File: config.mk
export PLATFORM = sky130hd
export DESIGN_NAME = ready_queue_priority_scheduler
export DESIGN_NICKNAME = d
export VERILOG_FILES = /design/src/rqps_pkg.sv /design/src/ready_queue_priority_scheduler.sv /design/src/rqps_cell.sv /design/src/rqps_divider.sv
export SDC_FILE = /design/constraint.sdc
export NUM_CORES = 1
export LEC_CHECK = 0
export BUFFER_PORTS_ARGS = -buffer_cell sky130_fd_sc_hd__buf_2
export CAP_MARGIN = 20
export CELL_PAD_IN_SITES_DETAIL_PLACEMENT = 0
export CELL_PAD_IN_SITES_GLOBAL_PLACEMENT = 1
export CORE_ASPECT_RATIO = 0.5
export CORE_MARGIN = 5
export CORE_UTILIZATION = 35
export DETAILED_ROUTE_END_ITERATION = 8
export GPL_ROUTABILITY_DRIVEN = 0
export GPL_TIMING_DRIVEN = 0
export PLACE_DENSITY_LB_ADDON = 0.1
export SLEW_MARGIN = 25
export SYNTH_ARGS = -nofsm -noshare
export SYNTH_HDL_FRONTEND = slang
export SYNTH_SLANG_ARGS = --single-unit
File: constraint.sdc
create_clock -name clk -period 6.6 [get_ports clk]
set_input_delay 0.66 -clock clk [delete_from_list [all_inputs] [get_ports clk]]
set_output_delay 0.66 -clock clk [all_outputs]
set_load 0.1 [all_outputs]
File: src/rqps_pkg.sv
`default_nettype none
package rqps_pkg;

    localparam int NUM_SLOTS = 16;
    localparam int SLOT_W = 4;
    localparam int KEY_W = 31;
    localparam int TICKET_W = 8;
    localparam int TOTAL_W = 12;
    localparam int RAND_W = 15;
    localparam logic [KEY_W-1:0] KEY_INFINITY = 31'd1000000000;

    typedef enum logic [1:0] {
        ACT_READY  = 2'd0,
        ACT_ASSIGN = 2'd1,
        ACT_REMOVE = 2'd2,
        ACT_PICK   = 2'd3
    } action_t;

    typedef enum logic [2:0] {
        POL_FCFS = 3'd0,
        POL_SJF = 3'd1,
        POL_PRIORITY = 3'd2,
        POL_RR = 3'd3,
        POL_LIFO = 3'd4,
        POL_HRRN = 3'd5,
        POL_SIF = 3'd6,
        POL_LOTT = 3'd7
    } policy_t;

    typedef enum logic [2:0] {
        ST_IDLE,
        ST_DIV,
        ST_SUM,
        ST_MOD,
        ST_SCAN,
        ST_OUT
    } state_t;

    // Token that accumulates the scan result while the slot contents rotate past the head cell.
    typedef struct packed {
        logic             found;
        logic [SLOT_W-1:0] idx;
        logic [KEY_W-1:0]  best;
        logic [TOTAL_W-1:0] run;
    } token_t;

endpackage
`default_nettype wire

File: src/ready_queue_priority_scheduler.sv
`default_nettype none
// Ready-queue scheduler over sixteen process slots.
// Input channel s_axis_*: one transaction per action (mark ready, assign
// key, remove, pick). Output channel m_axis_*: exactly one result
// transaction per input transaction, carrying chosen_slot, found and error.
// Configuration channel cfg_*: writes the 3-bit policy; write it only while
// the block is idle.
// The slots live in a ring of cells. A pick rotates the ring one full turn
// while a token accumulates the best key or the ticket sum. A lottery pick
// turns twice, with a restoring divide in between for the modulo. HRRN key
// assignment uses the same divider.
// One action is in flight at a time; the next is taken in the cycle after
// the result has been delivered.
// Reset empties all slots and sets the policy to FCFS. When the receiver
// stalls, the result is held in the output register and no new action is
// taken until it has been delivered.
module ready_queue_priority_scheduler (
    input  wire logic        clk,
    input  wire logic        rst_n,
    input  wire logic        cfg_valid,
    output logic             cfg_ready,
    input  wire logic [2:0]  cfg_data,
    input  wire logic        s_axis_tvalid,
    output logic             s_axis_tready,
    // tdata from bit 0: action[1:0], slot_id[3:0], time_now[15:0],
    // remaining_burst[15:0], aging_boost[15:0], base_priority[7:0],
    // wait_time[15:0], burst_length[15:0], io_left[15:0],
    // ticket_count[7:0], random_value[14:0], zero fill to 152 bits.
    input  wire logic [151:0] s_axis_tdata,
    output logic             m_axis_tvalid,
    input  wire logic        m_axis_tready,
    // tdata from bit 0: chosen_slot[3:0], found, error, zero fill.
    output logic [7:0]       m_axis_tdata
);
    import rqps_pkg::*;

    logic [2:0] method_reg;
    state_t state_reg, state_next;

    // Latched action fields.
    logic [1:0]  act_reg;
    logic [SLOT_W-1:0] slot_reg;
    logic [RAND_W-1:0] rnd_reg;

    logic [SLOT_W-1:0] cnt_reg, cnt_next;
    token_t tok_reg, tok_next;
    logic [TOTAL_W-1:0] target_reg;
    logic lott_pass_reg;

    logic [SLOT_W-1:0] out_slot_reg;
    logic out_found_reg, out_err_reg;
    logic out_valid_reg;

    // Field views of the incoming item.
    logic [1:0] in_act;
    logic [3:0] in_slot;
    logic [15:0] in_now, in_rem, in_age, in_wt, in_bl, in_io;
    logic [7:0] in_pri, in_tk;
    logic [14:0] in_rnd;
    assign in_act  = s_axis_tdata[1:0];
    assign in_slot = s_axis_tdata[5:2];
    assign in_now  = s_axis_tdata[21:6];
    assign in_rem  = s_axis_tdata[37:22];
    assign in_age  = s_axis_tdata[53:38];
    assign in_pri  = s_axis_tdata[61:54];
    assign in_wt   = s_axis_tdata[77:62];
    assign in_bl   = s_axis_tdata[93:78];
    assign in_io   = s_axis_tdata[109:94];
    assign in_tk   = s_axis_tdata[117:110];
    assign in_rnd  = s_axis_tdata[132:118];

    logic in_fire;
    assign s_axis_tready = (state_reg == ST_IDLE) && !out_valid_reg;
    assign in_fire = s_axis_tvalid && s_axis_tready;
    assign cfg_ready = 1'b1;

    // Ring of cells.
    logic [NUM_SLOTS-1:0] c_rdy;
    logic [KEY_W-1:0] c_key [NUM_SLOTS];
    logic [TICKET_W-1:0] c_tk [NUM_SLOTS];
    logic shift;
    logic [NUM_SLOTS-1:0] wr_ready, wr_clear, wr_key;
    logic [KEY_W-1:0] key_w;

    genvar g;
    generate
        for (g = 0; g < NUM_SLOTS; g++)
        begin : g_cell
            rqps_cell u_cell (
                .clk(clk), .rst_n(rst_n), .shift(shift),
                .wr_ready(wr_ready[g]), .wr_clear(wr_clear[g]), .wr_key(wr_key[g]),
                .key_in_w(key_w), .tk_in_w(in_tk),
                .prev_rdy(c_rdy[(g + 1) % NUM_SLOTS]),
                .prev_key(c_key[(g + 1) % NUM_SLOTS]),
                .prev_tk(c_tk[(g + 1) % NUM_SLOTS]),
                .rdy(c_rdy[g]), .key(c_key[g]), .tk(c_tk[g])
            );
        end
    endgenerate

    // Divider shared by HRRN ratio and the lottery modulo.
    logic div_start, div_done;
    logic [16:0] div_a, div_q;
    logic [15:0] div_b, div_r;
    rqps_divider u_div (
        .clk(clk), .rst_n(rst_n), .start(div_start), .dividend(div_a),
        .divisor(div_b), .done(div_done), .quotient(div_q), .remainder(div_r)
    );

    // Direct key computation for the non-dividing policies.
    logic [KEY_W-1:0] key_direct;
    always_comb
    begin
        unique case (policy_t'(method_reg))
            POL_SJF:      key_direct = (in_rem > in_age) ? KEY_W'(in_rem - in_age) : '0;
            POL_PRIORITY: key_direct = ({8'd0, in_pri} > in_age)
                                       ? KEY_W'({8'd0, in_pri} - in_age) : '0;
            POL_LIFO:     key_direct = KEY_INFINITY - KEY_W'(in_now);
            POL_SIF:      key_direct = KEY_W'(in_io);
            default:      key_direct = KEY_W'(in_now);
        endcase
    end

    logic assign_err;
    assign assign_err = !c_rdy[in_slot] || (in_bl == 16'd0);

    // Quotient from (wt + bl) / bl rounded up: add one if remainder nonzero.
    logic [KEY_W-1:0] hrrn_key;
    assign hrrn_key = KEY_INFINITY - KEY_W'(div_q) - KEY_W'(div_r != 16'd0);

    // Total fits 12 bits; remainder of 15-bit random by total.
    logic [TOTAL_W-1:0] lott_target;
    assign lott_target = TOTAL_W'(div_r) + TOTAL_W'(1);

    // Head cell of the ring carries the original slot index cnt_reg.
    logic [TOTAL_W-1:0] run_add;
    assign run_add = tok_reg.run + TOTAL_W'(c_tk[0]);

    always_comb
    begin
        state_next = state_reg;
        cnt_next = cnt_reg;
        tok_next = tok_reg;
        shift = 1'b0;
        wr_ready = '0;
        wr_clear = '0;
        wr_key = '0;
        key_w = key_direct;
        div_start = 1'b0;
        div_a = {1'b0, in_wt} + {1'b0, in_bl};
        div_b = in_bl;
        unique case (state_reg)
            ST_IDLE:
            begin
                if (in_fire)
                begin
                    tok_next = '0;
                    tok_next.best = KEY_INFINITY;
                    cnt_next = '0;
                    unique case (action_t'(in_act))
                        ACT_READY:  begin wr_ready[in_slot] = 1'b1; state_next = ST_OUT; end
                        ACT_REMOVE: begin wr_clear[in_slot] = 1'b1; state_next = ST_OUT; end
                        ACT_ASSIGN:
                        begin
                            if (assign_err || method_reg == POL_LOTT)
                                state_next = ST_OUT;
                            else if (method_reg == POL_HRRN)
                            begin
                                div_start = 1'b1;
                                state_next = ST_DIV;
                            end
                            else
                            begin
                                wr_key[in_slot] = 1'b1;
                                state_next = ST_OUT;
                            end
                        end
                        default:
                            state_next = (method_reg == POL_LOTT) ? ST_SUM : ST_SCAN;
                    endcase
                end
            end
            ST_DIV:
            begin
                key_w = hrrn_key;
                if (div_done)
                begin
                    wr_key[slot_reg] = 1'b1;
                    state_next = ST_OUT;
                end
            end
            ST_SUM:
            begin
                shift = 1'b1;
                if (c_rdy[0])
                    tok_next.run = run_add;
                cnt_next = cnt_reg + SLOT_W'(1);
                if (cnt_reg == SLOT_W'(NUM_SLOTS - 1))
                begin
                    div_a = {2'b00, rnd_reg};
                    div_b = 16'(run_add & {TOTAL_W{c_rdy[0]}} |
                                tok_reg.run & {TOTAL_W{!c_rdy[0]}});
                    if (tok_next.run == '0)
                        state_next = ST_OUT;
                    else
                    begin
                        div_b = 16'(tok_next.run);
                        div_start = 1'b1;
                        state_next = ST_MOD;
                    end
                end
            end
            ST_MOD:
            begin
                tok_next.run = '0;
                if (div_done)
                    state_next = ST_SCAN;
            end
            ST_SCAN:
            begin
                shift = 1'b1;
                cnt_next = cnt_reg + SLOT_W'(1);
                if (lott_pass_reg)
                begin
                    if (c_rdy[0] && !tok_reg.found)
                    begin
                        tok_next.run = run_add;
                        if (run_add >= target_reg)
                        begin
                            tok_next.found = 1'b1;
                            tok_next.idx = cnt_reg;
                        end
                    end
                end
                else if (c_rdy[0] && c_key[0] < tok_reg.best)
                begin
                    tok_next.best = c_key[0];
                    tok_next.idx = cnt_reg;
                    tok_next.found = 1'b1;
                end
                if (cnt_reg == SLOT_W'(NUM_SLOTS - 1))
                    state_next = ST_OUT;
            end
            default:
            begin
                if (!out_valid_reg)
                    state_next = ST_IDLE;
            end
        endcase
    end

    always_ff @(posedge clk or negedge rst_n)
    begin
        if (!rst_n)
        begin
            state_reg <= ST_IDLE;
            method_reg <= POL_FCFS;
            out_valid_reg <= 1'b0;
            cnt_reg <= '0;
            lott_pass_reg <= 1'b0;
        end
        else
        begin
            state_reg <= state_next;
            cnt_reg <= cnt_next;
            if (cfg_valid && cfg_ready)
                method_reg <= cfg_data;
            if (in_fire)
                lott_pass_reg <= (in_act == ACT_PICK) && (method_reg == POL_LOTT);
            if (out_valid_reg && m_axis_tready)
                out_valid_reg <= 1'b0;
            else if (state_reg == ST_OUT)
                out_valid_reg <= 1'b1;
        end
    end

    always_ff @(posedge clk)
    begin
        tok_reg <= tok_next;
        if (in_fire)
        begin
            act_reg <= in_act;
            slot_reg <= in_slot;
            rnd_reg <= in_rnd;
            out_err_reg <= (in_act == ACT_ASSIGN) && assign_err;
        end
        if (state_reg == ST_MOD && div_done)
            target_reg <= lott_target;
        if (state_reg == ST_OUT && !out_valid_reg)
        begin
            out_found_reg <= (act_reg == ACT_PICK) && tok_reg.found;
            out_slot_reg <= ((act_reg == ACT_PICK) && tok_reg.found) ? tok_reg.idx : '0;
        end
    end

    assign m_axis_tvalid = out_valid_reg;
    assign m_axis_tdata = {2'b00, out_err_reg, out_found_reg, out_slot_reg};
endmodule
`default_nettype wire

File: src/rqps_cell.sv
`default_nettype none
// One slot: ready flag, key and tickets. During a scan the contents rotate
// through the ring of cells, so every cell shifts its contents to the next.
module rqps_cell (
    input  wire logic                         clk,
    input  wire logic                         rst_n,
    input  wire logic                         shift,
    input  wire logic                         wr_ready,
    input  wire logic                         wr_clear,
    input  wire logic                         wr_key,
    input  wire logic [rqps_pkg::KEY_W-1:0]   key_in_w,
    input  wire logic [rqps_pkg::TICKET_W-1:0] tk_in_w,
    input  wire logic                         prev_rdy,
    input  wire logic [rqps_pkg::KEY_W-1:0]   prev_key,
    input  wire logic [rqps_pkg::TICKET_W-1:0] prev_tk,
    output logic                              rdy,
    output logic [rqps_pkg::KEY_W-1:0]        key,
    output logic [rqps_pkg::TICKET_W-1:0]     tk
);
    import rqps_pkg::*;

    logic rdy_reg;
    logic [TICKET_W-1:0] tk_reg;
    logic [KEY_W-1:0] key_reg;

    always_ff @(posedge clk or negedge rst_n)
    begin
        if (!rst_n)
        begin
            rdy_reg <= 1'b0;
            tk_reg  <= '0;
        end
        else if (shift)
        begin
            rdy_reg <= prev_rdy;
            tk_reg  <= prev_tk;
        end
        else if (wr_ready)
        begin
            rdy_reg <= 1'b1;
            tk_reg  <= tk_in_w;
        end
        else if (wr_clear)
        begin
            rdy_reg <= 1'b0;
        end
    end

    always_ff @(posedge clk)
    begin
        if (shift)
            key_reg <= prev_key;
        else if (wr_key)
            key_reg <= key_in_w;
    end

    assign rdy = rdy_reg;
    assign key = key_reg;
    assign tk  = tk_reg;
endmodule
`default_nettype wire

File: src/rqps_divider.sv
`default_nettype none
// Restoring divider, one quotient bit per cycle; returns quotient and remainder.
module rqps_divider (
    input  wire logic        clk,
    input  wire logic        rst_n,
    input  wire logic        start,
    input  wire logic [16:0] dividend,
    input  wire logic [15:0] divisor,
    output logic             done,
    output logic [16:0]      quotient,
    output logic [15:0]      remainder
);
    import rqps_pkg::*;

    logic [16:0] q_reg, q_next;
    logic [16:0] r_reg, r_next;
    logic [15:0] d_reg;
    logic [4:0]  cnt_reg, cnt_next;
    logic        busy_reg, busy_next;
    logic [17:0] trial;

    always_comb
    begin
        q_next = q_reg;
        r_next = r_reg;
        cnt_next = cnt_reg;
        busy_next = busy_reg;
        trial = {r_reg, q_reg[16]};
        if (start)
        begin
            q_next = dividend;
            r_next = '0;
            cnt_next = 5'd17;
            busy_next = 1'b1;
        end
        else if (busy_reg)
        begin
            if (trial >= {2'b00, d_reg})
            begin
                r_next = 17'(trial - {2'b00, d_reg});
                q_next = {q_reg[15:0], 1'b1};
            end
            else
            begin
                r_next = trial[16:0];
                q_next = {q_reg[15:0], 1'b0};
            end
            cnt_next = cnt_reg - 5'd1;
            if (cnt_reg == 5'd1)
                busy_next = 1'b0;
        end
    end

    always_ff @(posedge clk or negedge rst_n)
    begin
        if (!rst_n)
        begin
            busy_reg <= 1'b0;
            cnt_reg  <= '0;
        end
        else
        begin
            busy_reg <= busy_next;
            cnt_reg  <= cnt_next;
        end
    end

    always_ff @(posedge clk)
    begin
        q_reg <= q_next;
        r_reg <= r_next;
        if (start)
            d_reg <= divisor;
    end

    assign done = busy_reg && (cnt_reg == 5'd1);
    assign quotient = q_next;
    assign remainder = r_next[15:0];
endmodule
`default_nettype wire

* Yosys cells after proc, flatten, opt, wreduce, memory -nomap -nowiden
Cells that the tools add are included.
Storage, ports and cells: bits in registers 795, RAM bits 0, latch bits 0, memories 0, memory bits (read-only) 0, output and inout port bits 11
Cells by class: magnitude comparators 9, bitwise operators 3, reductions and logical operators 84, div/mod/pow operators 0, multiply operators 0, eq/ne operators 30, mux-type cells 186, shifts and indexed selects 0, $add $sub $neg 11
Operators by type and width (count):
- $mux 31 | 36
- $mux 8 | 32
- $mux 16 | 15
- $pmux 31 s4 | 1
- $mux 17 | 5
- $pmux 36 s2 | 1
- $reduce_bool 2->1 | 36
- $mux 1 | 64
- $mux 12 | 5
- $mux 48 | 1
- $pmux 12 s4 | 1
- $reduce_bool 3->1 | 16
- $mux 36 | 1
- $pmux 16 s2 | 1
- $lt 31x31->1 | 1
- $sub 30x16->31 const A | 1
- $sub 30x17->31 const A | 1
- $sub 31x1->31 | 1
- $mux 3 | 10
- $mux 5 | 5
- $and 12x12->12 | 2
- $eq 3x3->1 const B | 6
- $ge 18x16->1 | 1
- $ne 2x2->1 const B | 9
- 43 further kinds | 71

* Depth between registers and ports, before layout
Gate-level depths: netlist of run 1.
depth after elaboration 15, mapped depth 33

* Cells and area by module
From an unflattened synthesis of run 1, not the netlist that was laid out.
Second synthesis, totals: cells, all modules 3299, area total of the unflattened synthesis 41574.9 um^2
Modules (own cells, without submodules):
- rqps_cell | cells an instance 105, seq. area each 1156.1 um^2, times used 16, area each 1740.4 um^2
- ready_queue_priority_scheduler | cells an instance 1285, seq. area each 2912.8 um^2, times used 1, area each 10630.2 um^2
- rqps_divider | cells an instance 334, seq. area each 1311.3 um^2, times used 1, area each 3098.0 um^2

* Least setup slack after synthesis of run 1
OpenSTA, ideal clock, no wires.
path kind reg-to-reg, start point register out_valid_reg (netlist: m_axis_tvalid), end point register g_cell[10].u_cell.key_reg[17] (data pin), clock period less this slack 6.701 ns, path buffers 2, path slack -0.101 ns, cell stages (with the launch flop) 26, data arrival time 6.448 ns, library setup time 0.252 ns, required time 6.348 ns, cells stage by stage dfrtp_1 nor4_4 nand2_4 clkinv_1 nand2_1 nor3_2 a21oi_4 clkbuf_1 o21ai_0 inv_1 ha_1 ha_1 inv_1 ha_1 o21bai_1 a21oi_1 nor2b_1 o31a_1 o41a_1 o21bai_1 o31ai_1 a311oi_2 nor3_2 o31a_4 buf_12 nand2_2
On the way: longest elaborated chain between the ends 11, elaborated cells between the ends (all ways) 13, classes of those cells 2 x add/sub; 7 x mux; 4 x reduce/logical
Ends and longest elaborated chain:
- start, declared | line ready_queue_priority_scheduler.sv:52 | logic out_valid_reg;
- start signal, assigned | line ready_queue_priority_scheduler.sv:258 | out_valid_reg <= 1'b0;
- start signal, assigned | line ready_queue_priority_scheduler.sv:271 | out_valid_reg <= 1'b0;
- start signal, assigned | line ready_queue_priority_scheduler.sv:273 | out_valid_reg <= 1'b1;
- $logic_not 1->1 | line ready_queue_priority_scheduler.sv:73 | assign s_axis_tready = (state_reg == ST_IDLE) && !out_valid_reg;
- $logic_and 1x1->1 | line ready_queue_priority_scheduler.sv:73
- via s_axis_tready | line ready_queue_priority_scheduler.sv:24 | output logic s_axis_tready,
- $logic_and 1x1->1 | line ready_queue_priority_scheduler.sv:74 | assign in_fire = s_axis_tvalid && s_axis_tready;
- via in_fire | line ready_queue_priority_scheduler.sv:72 | logic in_fire;
- $mux 1 | line ready_queue_priority_scheduler.sv:155 | if (in_fire)
- $pmux 1 s2 | line ready_queue_priority_scheduler.sv:152 | unique case (state_reg)
- $mux 17 | line rqps_divider.sv:29 | if (start)
- via div_q[0] | line ready_queue_priority_scheduler.sv:103 | logic [16:0] div_a, div_q;
- $sub 30x17->31 | line ready_queue_priority_scheduler.sv:129 | assign hrrn_key = KEY_INFINITY - KEY_W'(div_q) - KEY_W'(div_r != 16'd0);
- $sub 31x1->31 | line ready_queue_priority_scheduler.sv:129
- $mux 31 | line ready_queue_priority_scheduler.sv:152
- $mux 31 | line rqps_cell.sv:53 | else if (wr_key)
- $mux 31 | line rqps_cell.sv:51 | if (shift)
- end signal, assigned | line rqps_cell.sv:52 | key_reg <= prev_key;
- end signal, assigned | line rqps_cell.sv:54 | key_reg <= key_in_w;
- end, declared | line rqps_cell.sv:24 | logic [KEY_W-1:0] key_reg;
The timed path passes the listed nets, and every way through them passes these cells. The select of a mux whose other input is x is not followed. A chain may end at the register's enable or synchronous reset.

* Final worst setup path of run 1
start point register tok_reg[0] (netlist name), end point register g_cell[8].u_cell.key_reg[17] (data pin)
On the way: longest elaborated chain between the ends 13, elaborated cells between the ends (all ways) 15, classes of those cells 3 x add/sub; 10 x mux; 2 x reduce/logical
Ends and longest elaborated chain:
- start, declared | line ready_queue_priority_scheduler.sv:46 | token_t tok_reg, tok_next;
- start signal, assigned | line ready_queue_priority_scheduler.sv:279 | tok_reg <= tok_next;
- $add 12x8->12 | line ready_queue_priority_scheduler.sv:137 | assign run_add = tok_reg.run + TOTAL_W'(c_tk[0]);
- $mux 12 (*) | line ready_queue_priority_scheduler.sv:195 | if (c_rdy[0])
- $mux 12 (*) | line ready_queue_priority_scheduler.sv:152
- $logic_not 12->1 (*) | line ready_queue_priority_scheduler.sv:203 | if (tok_next.run == '0)
- $mux 1 (*) | line ready_queue_priority_scheduler.sv:203
- $mux 1 (*) | line ready_queue_priority_scheduler.sv:198 | if (cnt_reg == SLOT_W'(NUM_SLOTS - 1))
- $pmux 1 s2 (*) | line ready_queue_priority_scheduler.sv:152
- $mux 17 / $mux 16 (equally long branches) | line rqps_divider.sv:29
- $sub 30x17->31 / $reduce_bool 16->1 (equally long branches) | line ready_queue_priority_scheduler.sv:129
- $sub 31x1->31 (*) | line ready_queue_priority_scheduler.sv:129
- $mux 31 (*) | line ready_queue_priority_scheduler.sv:152
- $mux 31 (*) | line rqps_cell.sv:53
- $mux 31 (*) | line rqps_cell.sv:51
- end signal, assigned | line rqps_cell.sv:52
- end signal, assigned | line rqps_cell.sv:54
- end, declared | line rqps_cell.sv:24
Mark *: on every way between the ends. The rest lies on a longest branch, timed or not. The select of a mux whose other input is x is not followed.

==> results.py, run 1 <==
metrics = {
    "outcome": {
        "outcome": "finished, violations left",
        "violations": "setup timing",
    },
    "layout": {
        "areaGrowthSynthToFinish_pct": 18.4,
        "drive_gt1_share_pct": 14.6,
        "num-nets-final": 4105,
        "largest_register_ffs": 496,
    },
    "floorplan": {
        "fp.coreArea_um2": 110000,
        "num_rows": 86,
        "die_h_um": 246,
        "die_w_um": 482,
        "ios": 171,
        "die_area_um2": 119000,
        "start_util_pct": 35.3,
    },
    "synth": {
        "syn_area_per_cell_um2": 11.1,
        "synthArstFlopShare_pct": 20.4,
        "ys_types": 104,
        "synthTopCellsByArea": "edfxtp_1 (46%), dfrtp_1 (10%), a21o_1 (6.7%), ha_1 (4.2%), nand2_1 (4.0%)",
        "synth_edf_count": 599,
        "synth_seq_area_share_pct": 58.3,
        "yosysTopAreaCell": "edfxtp_1",
        "synth_top_area_share_pct": 46.2,
        "syn-cell-area_um2": 39000,
        "synthCells": 3498,
        "ys.flop_type": "edfxtp_1",
        "synth_most_common_cell": "edfxtp_1",
        "synth_common_cells": "edfxtp_1 (599), nand2_1 (414), a21o_1 (349), a21oi_1 (304), o21ai_0 (196)",
        "yosysWarningCount": 0,
        "synth-seq-cells": 795,
    },
    "global_routing": {
        "antenna_found_initial": 9,
        "grt_max_degree": 60,
        "grtUsageTotal_pct": 19.7,
        "grt_pass1_wl_um": 178000,
        "overflow": 0,
        "grt_pass1_vias": 28000,
    },
    "sta": {
        "hold_violations": 0,
        "fmax_mhz": 150,
        "drv_slew": 0,
        "finalSetupViolCount": 14,
        "slew_headroom_pct": 17.9,
        "rsz0062_at_grt": "yes",
        "clock_skew_ns": 0.0371,
        "setup_ws_ns": -0.0538,
        "finalCritPeriodShare_pct": 101,
        "fin_setup_tns_ns": -0.413,
        "tightestPinTransition_ns": 1.23,
        "min_period_ns": 6.65,
    },
    "detailed_routing": {
        "routedWlPerCell_um": 22.0,
        "drc": 0,
        "viasPerCell": 5.24,
        "final_antenna_net_count": 0,
        "finalWirelength_um": 118000,
        "dr.first_iter.drc_count": 2025,
        "firstDrtPassIters": 5,
        "dr_total_vias": 28100,
    },
    "worst_setup_path": {
        "cp.arrival_ns": 7.08,
        "crit_top_cell": "ha_4",
        "cpPeakStageDelay_ns": 0.44,
        "path_max_fanout": 8,
        "critPathSlowestCell": "edfxtp_1",
        "crit_type": "reg2reg",
        "cp-end-kind": "flop",
        "crit_path_start_kind": "flop",
        "cp.required_ns": 7.03,
        "crit_start": "tok_reg[0]",
        "worstReg2RegStart": "tok_reg[0]",
    },
    "power": {
        "power_leakage_nw": 19.8,
        "max-vdd-ir-drop_mv": 0.287,
        "p_per_area_nw_per_um2": 558,
    },
    "clock_tree": {
        "clkLatencyLatePin_ns": 0.68,
        "clock_path_buffers": 3,
        "clkTransAtPathRegs_ns": 0.06,
        "root_buffer": "clkbuf_16",
        "cts-buffers-inserted": 78,
        "cts_max_level": 3,
        "clock_sinks": 795,
        "cts_tree": "yes",
    },
    "min_path": {
        "hold_path.class": "in2reg",
        "hold_path_startpoint": "s_axis_tdata[125]",
    },
    "place": {
        "place_ws_ns": -1.92,
        "portBuffers": 148,
        "dp_hpwl_um": 86400,
    },
    "run": {
        "drv_cap": 0,
    },
}
==> layer usage <==
layer,share of wire (%),global-route usage [%]
met4,2.5,5.41
met1,49,29.0
met2,45,30.7
met5,0,0
met3,4.0,2.58
==> final timing paths <==
kind	to	slack, ns	cells past startpoint
max in group asynchronous	g_cell[0].u_cell.tk[0]	5.06	4
worst min register to register	g_cell[10].u_cell.tk[5]	0.48	2
worst max register to register	g_cell[8].u_cell.key[17]	-0.05	32
min in group asynchronous	g_cell[5].u_cell.tk[6]	0.50	2
worst max-delay path	g_cell[8].u_cell.key[17]	-0.05	32
worst min-delay path	rnd_reg[7]	0.17	1
==> layout by cell type, fill, tap and decap left out, drive strengths merged, types with 48 or more instances in the layout <==
cell    netlist  layout
a21oi       305     305
dfrtp       162     162
nor2        187     187
edfxtp      599     599
inv         139     141
xnor2        54      54
ha          130     130
nand3        48      48
clkbuf      184     289
o21ai       206     206
nand2       425     425
o21a         98      98
buf          43     273
a21o        349     349
==> power by group <==
group / switching (mW) / internal (mW)
Clock: 2.05 / 2.44
Sequential: 1.05 / 9.02
Combinational: 7.02 / 4.16
Total: 10.1 / 15.6
==> cells by family after synthesis <==
group,after synthesis,share of synthesized area (%)
other cells,2,0.0193
buf+inv,368,3.82
mux,39,1.09
compound gates,1157,19.4
flops,795,58.3
fa+ha+maj,135,4.43
simple gates,914,10.9
xor+xnor,88,2.00
==> final cells by class <==
type	count	area [um2]
fillers	10600	64200
flip-flops and latches	795	22700
multi-input cells	2336	15500
clock buffers	105	2110
repair buffers	234	1910
well taps	1496	1870
plain buffers	224	1030
inverters	141	543
clock inverters	38	390
diodes	6	15.0
==> through the flow <==
step / utilization (%) / cells / area, um2 / hold WS, ns / power (mW)
2_1_floorplan: - / 3499 / 39000 / 0.364 / 16.7
3_3_place_gp: 37.7 / 5143 / 41600 / 0.465 / 20.4
3_5_place_dp: 38.5 / 5174 / 42500 / 0.471 / 20.8
4_1_cts: 41.2 / 5340 / 45500 / 0.0975 / 25.7
5_1_grt: 41.8 / 5373 / 46100 / 0.124 / 27.5
6_report: 41.8 / 5375 / 46100 / 0.170 / 25.7
==> critical path: cells and delay by family, from the launching register on <==
| kind | cells | cell delay (ns) |
|---|---|---|
| DFF | 1 | 0.44 |
| AOI/OAI and AO/OA | 13 | 3.07 |
| and+or+nand+nor | 8 | 1.22 |
| buffers and inverters | 6 | 0.68 |
| adders and majority gates | 5 | 0.97 |
==> timing repair <==
item / 4_1_cts / 5_1_grt
gates resized for setup: 74 / 81
pin swaps: 23 / 39
hold buffers: 1 / 0
setup buffers: 24 / 27
endpoints found under the hold margin: 53 / 0
gates cloned: 1 / 2
setup endpoints to repair: 282 / 168
No activity file was read; power rests on OpenSTA's default activity.
==> inputs of run 2 (changes only) <==
- ABC_AREA: not set -> 1
- CORE_UTILIZATION: 35 -> 40
==> run 2 against run 1 <==
Against the previous run: the flow now finishes without violations; cell count is 8.8% higher; design area is 2.2% lower; hold slack worse by 0.0057 ns; largest cell class unchanged; maximum frequency is 9.3% higher; via count up 5.6%; clock skew fell by 0.0068 ns; highest routed layer unchanged.
==> results.py, run 2 <==
metrics = {
    "global_routing": {
        "grt_pass1_vias": 29000,
        "overflow": 0,
        "grt_max_degree": 83,
        "grtUsageTotal_pct": 22.5,
        "antenna_found_initial": 2,
        "grt_pass1_wl_um": 179000,
    },
    "clock_tree": {
        "clkTransAtPathRegs_ns": 0.06,
        "root_buffer": "clkbuf_16",
        "cts_tree": "yes",
        "clock_sinks": 795,
        "clkLatencyLatePin_ns": 0.69,
        "cts_max_level": 3,
        "cts-buffers-inserted": 77,
        "clock_path_buffers": 3,
    },
    "layout": {
        "areaGrowthSynthToFinish_pct": 15.6,
        "multi_input_area_um2": 13900,
        "layout_common_cells": "nand2_1 (1449), edfxtp_1 (599), inv_1 (464)",
        "num-fill-cells": 9383,
        "largest_register_ffs": 496,
        "layout.cells.most_common": "nand2_1",
        "stdcell_area_um2": 45100,
        "instances_no_fill": 5847,
        "drive_gt1_share_pct": 9.98,
        "num-nets-final": 4790,
        "regArea_um2": 22700,
    },
    "sta": {
        "hold_violations": 0,
        "drv_slew": 0,
        "slew_headroom_pct": 24.8,
        "finalCritPeriodShare_pct": 92.3,
        "fmax_mhz": 164,
        "fin_setup_tns_ns": 0,
        "finalSetupViolCount": 0,
        "min_period_ns": 6.09,
        "tightestPinTransition_ns": 1.12,
        "rsz0062_at_grt": "no",
        "clock_skew_ns": 0.0303,
    },
    "synth": {
        "synth_common_cells": "nand2_1 (1451), edfxtp_1 (599), inv_1 (466), o21ai_0 (424), nor2_1 (189)",
        "synth_compound_area_share_pct": 10.1,
        "synthArstFlopShare_pct": 20.4,
        "synth-seq-cells": 795,
        "synth_top_area_share_pct": 46.1,
        "ys_types": 62,
        "synthTopCellsByArea": "edfxtp_1 (46%), nand2_1 (14%), dfrtp_1 (10%), o21ai_0 (5.4%), inv_1 (4.5%)",
        "synth_xor_area_share_pct": 1.05,
        "yosysWarningCount": 0,
        "synth_most_common_cell": "nand2_1",
        "synth_mux_area_share_pct": 0.231,
        "syn-cell-area_um2": 39000,
        "synth_edf_count": 599,
        "synth-simple-area-share_pct": 19.2,
        "synth_seq_area_share_pct": 58.2,
        "ys.flop_type": "edfxtp_1",
        "yosysTopAreaCell": "edfxtp_1",
        "synthAdderAreaFrac_pct": 4.42,
        "synth_top_family_by_area": "simple AND/OR/NAND/NOR gates",
        "syn_area_per_cell_um2": 9.22,
        "synthCells": 4234,
    },
    "power": {
        "p_per_area_nw_per_um2": 583,
        "share_comb_of_total_power_pct": 43.6,
        "clkPwrFrac_pct": 18.1,
        "power_leakage_nw": 20.0,
        "p_int_mw": 15.3,
        "max-vdd-ir-drop_mv": 0.237,
        "p_seq_share_pct": 38.3,
        "design_power_total_mw": 26.3,
        "p_sw_mw": 11.1,
        "switching_share_pct": 42.1,
    },
    "detailed_routing": {
        "firstDrtPassIters": 8,
        "dr.first_iter.drc_count": 2878,
        "drc": 0,
        "finalWirelength_um": 117000,
        "viasPerCell": 5.08,
        "routedWlPerCell_um": 20.1,
        "final_antenna_net_count": 0,
        "dr_total_vias": 29700,
    },
    "floorplan": {
        "fp.coreArea_um2": 97300,
        "die_w_um": 452,
        "start_util_pct": 40.1,
        "ios": 171,
        "num_rows": 81,
        "die_h_um": 231,
        "die_area_um2": 104000,
    },
    "worst_setup_path": {
        "crit_type": "reg2reg",
        "cpPeakStageDelay_ns": 0.68,
        "rr_worst_depth": 36,
        "crit_path_start_kind": "flop",
        "crit_top_cell": "nand2_1",
        "cp.arrival_ns": 6.47,
        "path_max_fanout": 16,
        "cp.required_ns": 6.98,
        "critPathSlowestCell": "nand2_1",
        "cp-end-kind": "flop",
    },
    "run": {
        "drv_cap": 0,
    },
    "min_path": {
        "hold_path.class": "in2reg",
        "holdPathStages": 1,
    },
    "place": {
        "portBuffers": 148,
        "dp.cells": 5699,
        "dp_hpwl_um": 88300,
        "place_area_um2": 42300,
    },
    "outcome": {
        "outcome": "finished, final reports clean",
    },
}
[run 2: worst paths after layout]
check | start | slack, ns | end
max | u_div.q_reg[16] | 0.51 | g_cell[9].u_cell.key[9]
min in group asynchronous | rst_n | 0.58 | g_cell[6].u_cell.tk[6]
min reg2reg | u_div.r_reg[16] | 0.47 | u_div.r_reg[16]
max reg2reg | u_div.q_reg[16] | 0.51 | g_cell[9].u_cell.key[9]
max in group asynchronous | rst_n | 5.06 | u_div.cnt_reg[2]
min | s_axis_tdata[128] | 0.16 | rnd_reg[10]
[run 2: final cells by class]
cell class                      instances  share of cell area (%)
Antenna cell                            3                  0.0166
Buffer                                187                    1.90
Clock buffer                           95                    4.67
Clock inverter                         47                    1.26
Inverter                              483                    4.02
Multi-Input combinational cell       2769                    30.9
Sequential cell                       795                    50.3
Tap cell                             1286                    3.57
Timing Repair Buffer                  182                    3.35
[run 2: power groups by stage]
stage | registers, mW | logic [mW] | clock network, mW
after global placement | 10.5 | 10.6 | 0
after floorplan | 9.98 | 6.97 | 0
after global routing | 10.3 | 12.9 | 5.09
after CTS | 10.1 | 11.5 | 4.87
after detailed placement | 10.2 | 11.3 | 0
final | 10.1 | 11.5 | 4.76
[run 2: worst max-delay path: cells and delay by family (launching register included)]
family,cells,cell delay [ns]
buffers and inverters,6,0.54
flip-flops,1,0.30
adder cells (fa/ha/maj),5,1.18
AO/OA/AOI/OAI,6,0.83
AND/OR/NAND/NOR,19,2.93
[run 2: cell families (layout without fill, tap and decap cells)]
kind of cell / after synthesis / after routing
xor gates and xnor gates: 47 / 47
buffers and inverters: 671 / 994
adders and majority gates: 135 / 135
muxes: 9 / 9
DFF: 795 / 795
and+or+nand+nor: 1869 / 1869
other: 2 / 6
AOI/OAI and AO/OA: 706 / 706
[run 2: per-layer routing]
layer / up-vias / wire [um] / global-route usage, %
met5: - / 0 / 0
met4: 0 / 2250 / 4.67
met3: 132 / 7030 / 3.54
met2: 763 / 49800 / 33.6
met1: 14300 / 58300 / 34.4
li1: 14500 / - / -
[run 2: stage by stage]
step                      hold WS, ns  util (%)  setup slack [ns]
final                           0.164      46.4             0.511
after global routing            0.129      46.4           0.00585
after CTS                       0.106      46.3            0.0141
after detailed placement        0.462      43.5           -0.0777
after global placement          0.460      42.5            -0.924
after floorplan                 0.364         -              1.07
[run 2: timing repair]
item | in CTS | in global routing
gates resized for setup | 1 | 25
hold endpoints to repair | 80 | 0
pin swaps | 0 | 4
setup buffers | 0 | 3
hold buffers | 1 | 0
endpoints found under the setup margin | 14 | 152
==> inputs of run 3 (changes only) <==
- CORE_ASPECT_RATIO: 0.5 -> not set
==> run 3 against run 2 <==
Against the previous run: combinational power down 3%; clock skew down 0.0077 ns; sequential power about the same; global-route usage down 1.0 points; wire length down 4.5%; first-iteration DRC count down 20%; hold slack better by 0.022 ns; cell count up 0.14%; highest routed layer unchanged; critical path depth up 4; count of clock-buffer cells in the layout up 26; via count down 2.1%.
==> results.py, run 3 (synthesis results as in run 2) <==
metrics = {
    "layout": {
        "largest_register_ffs": 496,
        "areaGrowthSynthToFinish_pct": 15.8,
        "final_util_pct": 46.7,
        "stdcell_area_um2": 45200,
        "layout.cells.most_common": "nand2_1",
        "antenna_cells": 0,
        "layout_common_cells": "nand2_1 (1448), edfxtp_1 (599), inv_1 (464)",
        "num-nets-final": 4796,
        "drive_gt1_share_pct": 10.2,
    },
    "detailed_routing": {
        "finalWirelength_um": 112000,
        "viasPerCell": 4.97,
        "dr_total_vias": 29100,
        "firstDrtPassIters": 6,
        "drc": 0,
        "dr.first_iter.drc_count": 2292,
        "routedWlPerCell_um": 19.2,
        "final_antenna_net_count": 0,
    },
    "worst_setup_path": {
        "worstSetupEndpoint": "g_cell[14].u_cell.key[16]",
        "crit_top_cell": "nand2_1",
        "cp.arrival_ns": 6.55,
        "rr_worst_depth": 40,
        "cp-end-kind": "flop",
        "crit_start": "g_cell[0].u_cell.tk[0]",
        "path_max_fanout": 10,
        "crit_path_start_kind": "flop",
        "path_buf_inv": 7,
        "cp.required_ns": 7.02,
        "crit_type": "reg2reg",
        "reg2reg_to": "g_cell[14].u_cell.key[16]",
        "cp_top_family": "simple AND/OR/NAND/NOR gates",
        "worstReg2RegStart": "g_cell[0].u_cell.tk[0]",
        "critPathSlowestCell": "fa_1",
        "r2r_slack_ns": 0.47,
        "cpPeakStageDelay_ns": 0.54,
        "cp_num_cells": 40,
    },
    "outcome": {
        "outcome": "finished, final reports clean",
    },
    "sta": {
        "slew_headroom_pct": 32.9,
        "min_period_ns": 6.13,
        "fmax_mhz": 163,
        "finalSetupViolCount": 0,
        "setup_ws_ns": 0.471,
        "drv_slew": 0,
        "finalCritPeriodShare_pct": 92.9,
        "fin_setup_tns_ns": 0,
        "clock_skew_ns": 0.0226,
        "hold_violations": 0,
        "tightestPinTransition_ns": 0.999,
    },
    "place": {
        "portBuffers": 148,
        "place_area_um2": 42100,
        "place_ws_ns": -0.270,
        "dp_hpwl_um": 84100,
    },
    "power": {
        "max-vdd-ir-drop_mv": 0.212,
        "p_per_area_nw_per_um2": 576,
        "power_leakage_nw": 20.1,
        "design_power_total_mw": 26.0,
    },
    "clock_tree": {
        "root_buffer": "clkbuf_16",
        "clkTransAtPathRegs_ns": 0.06,
        "cts_max_level": 3,
        "clkLatencyLatePin_ns": 0.66,
        "clock_sinks": 795,
        "clock_path_buffers": 3,
        "cts_tree": "yes",
        "cts-buffers-inserted": 90,
    },
    "global_routing": {
        "grtUsageTotal_pct": 21.4,
        "antenna_found_initial": 1,
        "grt_max_degree": 58,
        "grt_pass1_vias": 28200,
        "overflow": 0,
        "grt_pass1_wl_um": 171000,
    },
    "floorplan": {
        "fp.coreArea_um2": 96900,
        "die_h_um": 322,
        "die_area_um2": 104000,
        "start_util_pct": 40.3,
        "num_rows": 114,
        "ios": 171,
        "die_w_um": 322,
    },
    "min_path": {
        "hold_path.class": "in2reg",
    },
    "run": {
        "drv_cap": 0,
    },
}
[run 3: changes by cell type in the layout (fill, tap and decap cells not counted), sizes merged]
| cell | previous run | this run |
|---|---|---|
| clkinv | 31 | 41 |
| buf | 233 | 225 |
| diode | 3 | 0 |
| clkinvlp | 4 | 1 |
| clkbuf | 230 | 257 |
| bufinv | 10 | 5 |
[run 3: per-stage QoR]
step	hold slack, ns	std cells
floorplan	0.364	4235
global placement	0.461	5659
detailed placement	0.473	5681
CTS	0.140	5851
global route	0.154	5855
finish	0.186	5855
[run 3: final cells by class]
class / instances / area [um2]
Sequential cell: 795 / 22700
Clock inverter: 49 / 434
Tap cell: 1276 / 1600
Clock buffer: 121 / 2510
Inverter: 483 / 1820
Buffer: 187 / 850
Fill cell: 9318 / 51600
Multi-Input combinational cell: 2769 / 14000
Timing Repair Buffer: 175 / 1330
[run 3: what timing repair did]
action / CTS / global route
buffers inserted: 0 / 4
hold buffers: 1 / 0
pin swaps: 0 / 2
endpoints found under the hold margin: 51 / 0
setup endpoints to repair: 43 / 143
resized for setup: 6 / 26
[run 3: how the worst min path moves through the flow]
stage / startpoint / slack [ns] / to / cells after the start
after floorplan: rst_n / 0.36 / cnt_reg[0] / 0
after global placement: u_div.r_reg[16] / 0.46 / u_div.r_reg[16] / 2
after detailed placement: u_div.r_reg[16] / 0.47 / u_div.r_reg[16] / 2
after CTS: s_axis_tdata[129] / 0.14 / rnd_reg[11] / 1
after global routing: s_axis_tdata[130] / 0.15 / rnd_reg[12] / 1
final: s_axis_tdata[129] / 0.19 / rnd_reg[11] / 1
[run 3: routing by layer]
metal	GRT usage, %	vias to the layer above	part of all wire, %
li1	-	14600	-
met1	31.4	13700	48
met2	33.0	701	44
met3	3.59	167	5.2
met4	6.26	0	3.0
met5	0	-	0
[run 3: worst register-to-register path: cells and delay by family, from the launching register on]
family | cells | cell delay, ns
compound gates | 3 | 0.56
simple gates | 25 | 2.68
fa+ha+maj | 5 | 1.42
buf+inv | 7 | 0.83
flops | 1 | 0.39
[run 3: report_power, final]
group / switching [mW] / leakage, nW / total (mW) / internal [mW]
combinational: 7.82 / 10.7 / 11.1 / 3.25
clock: 2.11 / 1.44 / 5.00 / 2.89
sequential: 0.819 / 7.99 / 9.98 / 9.16
total: 10.7 / 20.1 / 26.0 / 15.3
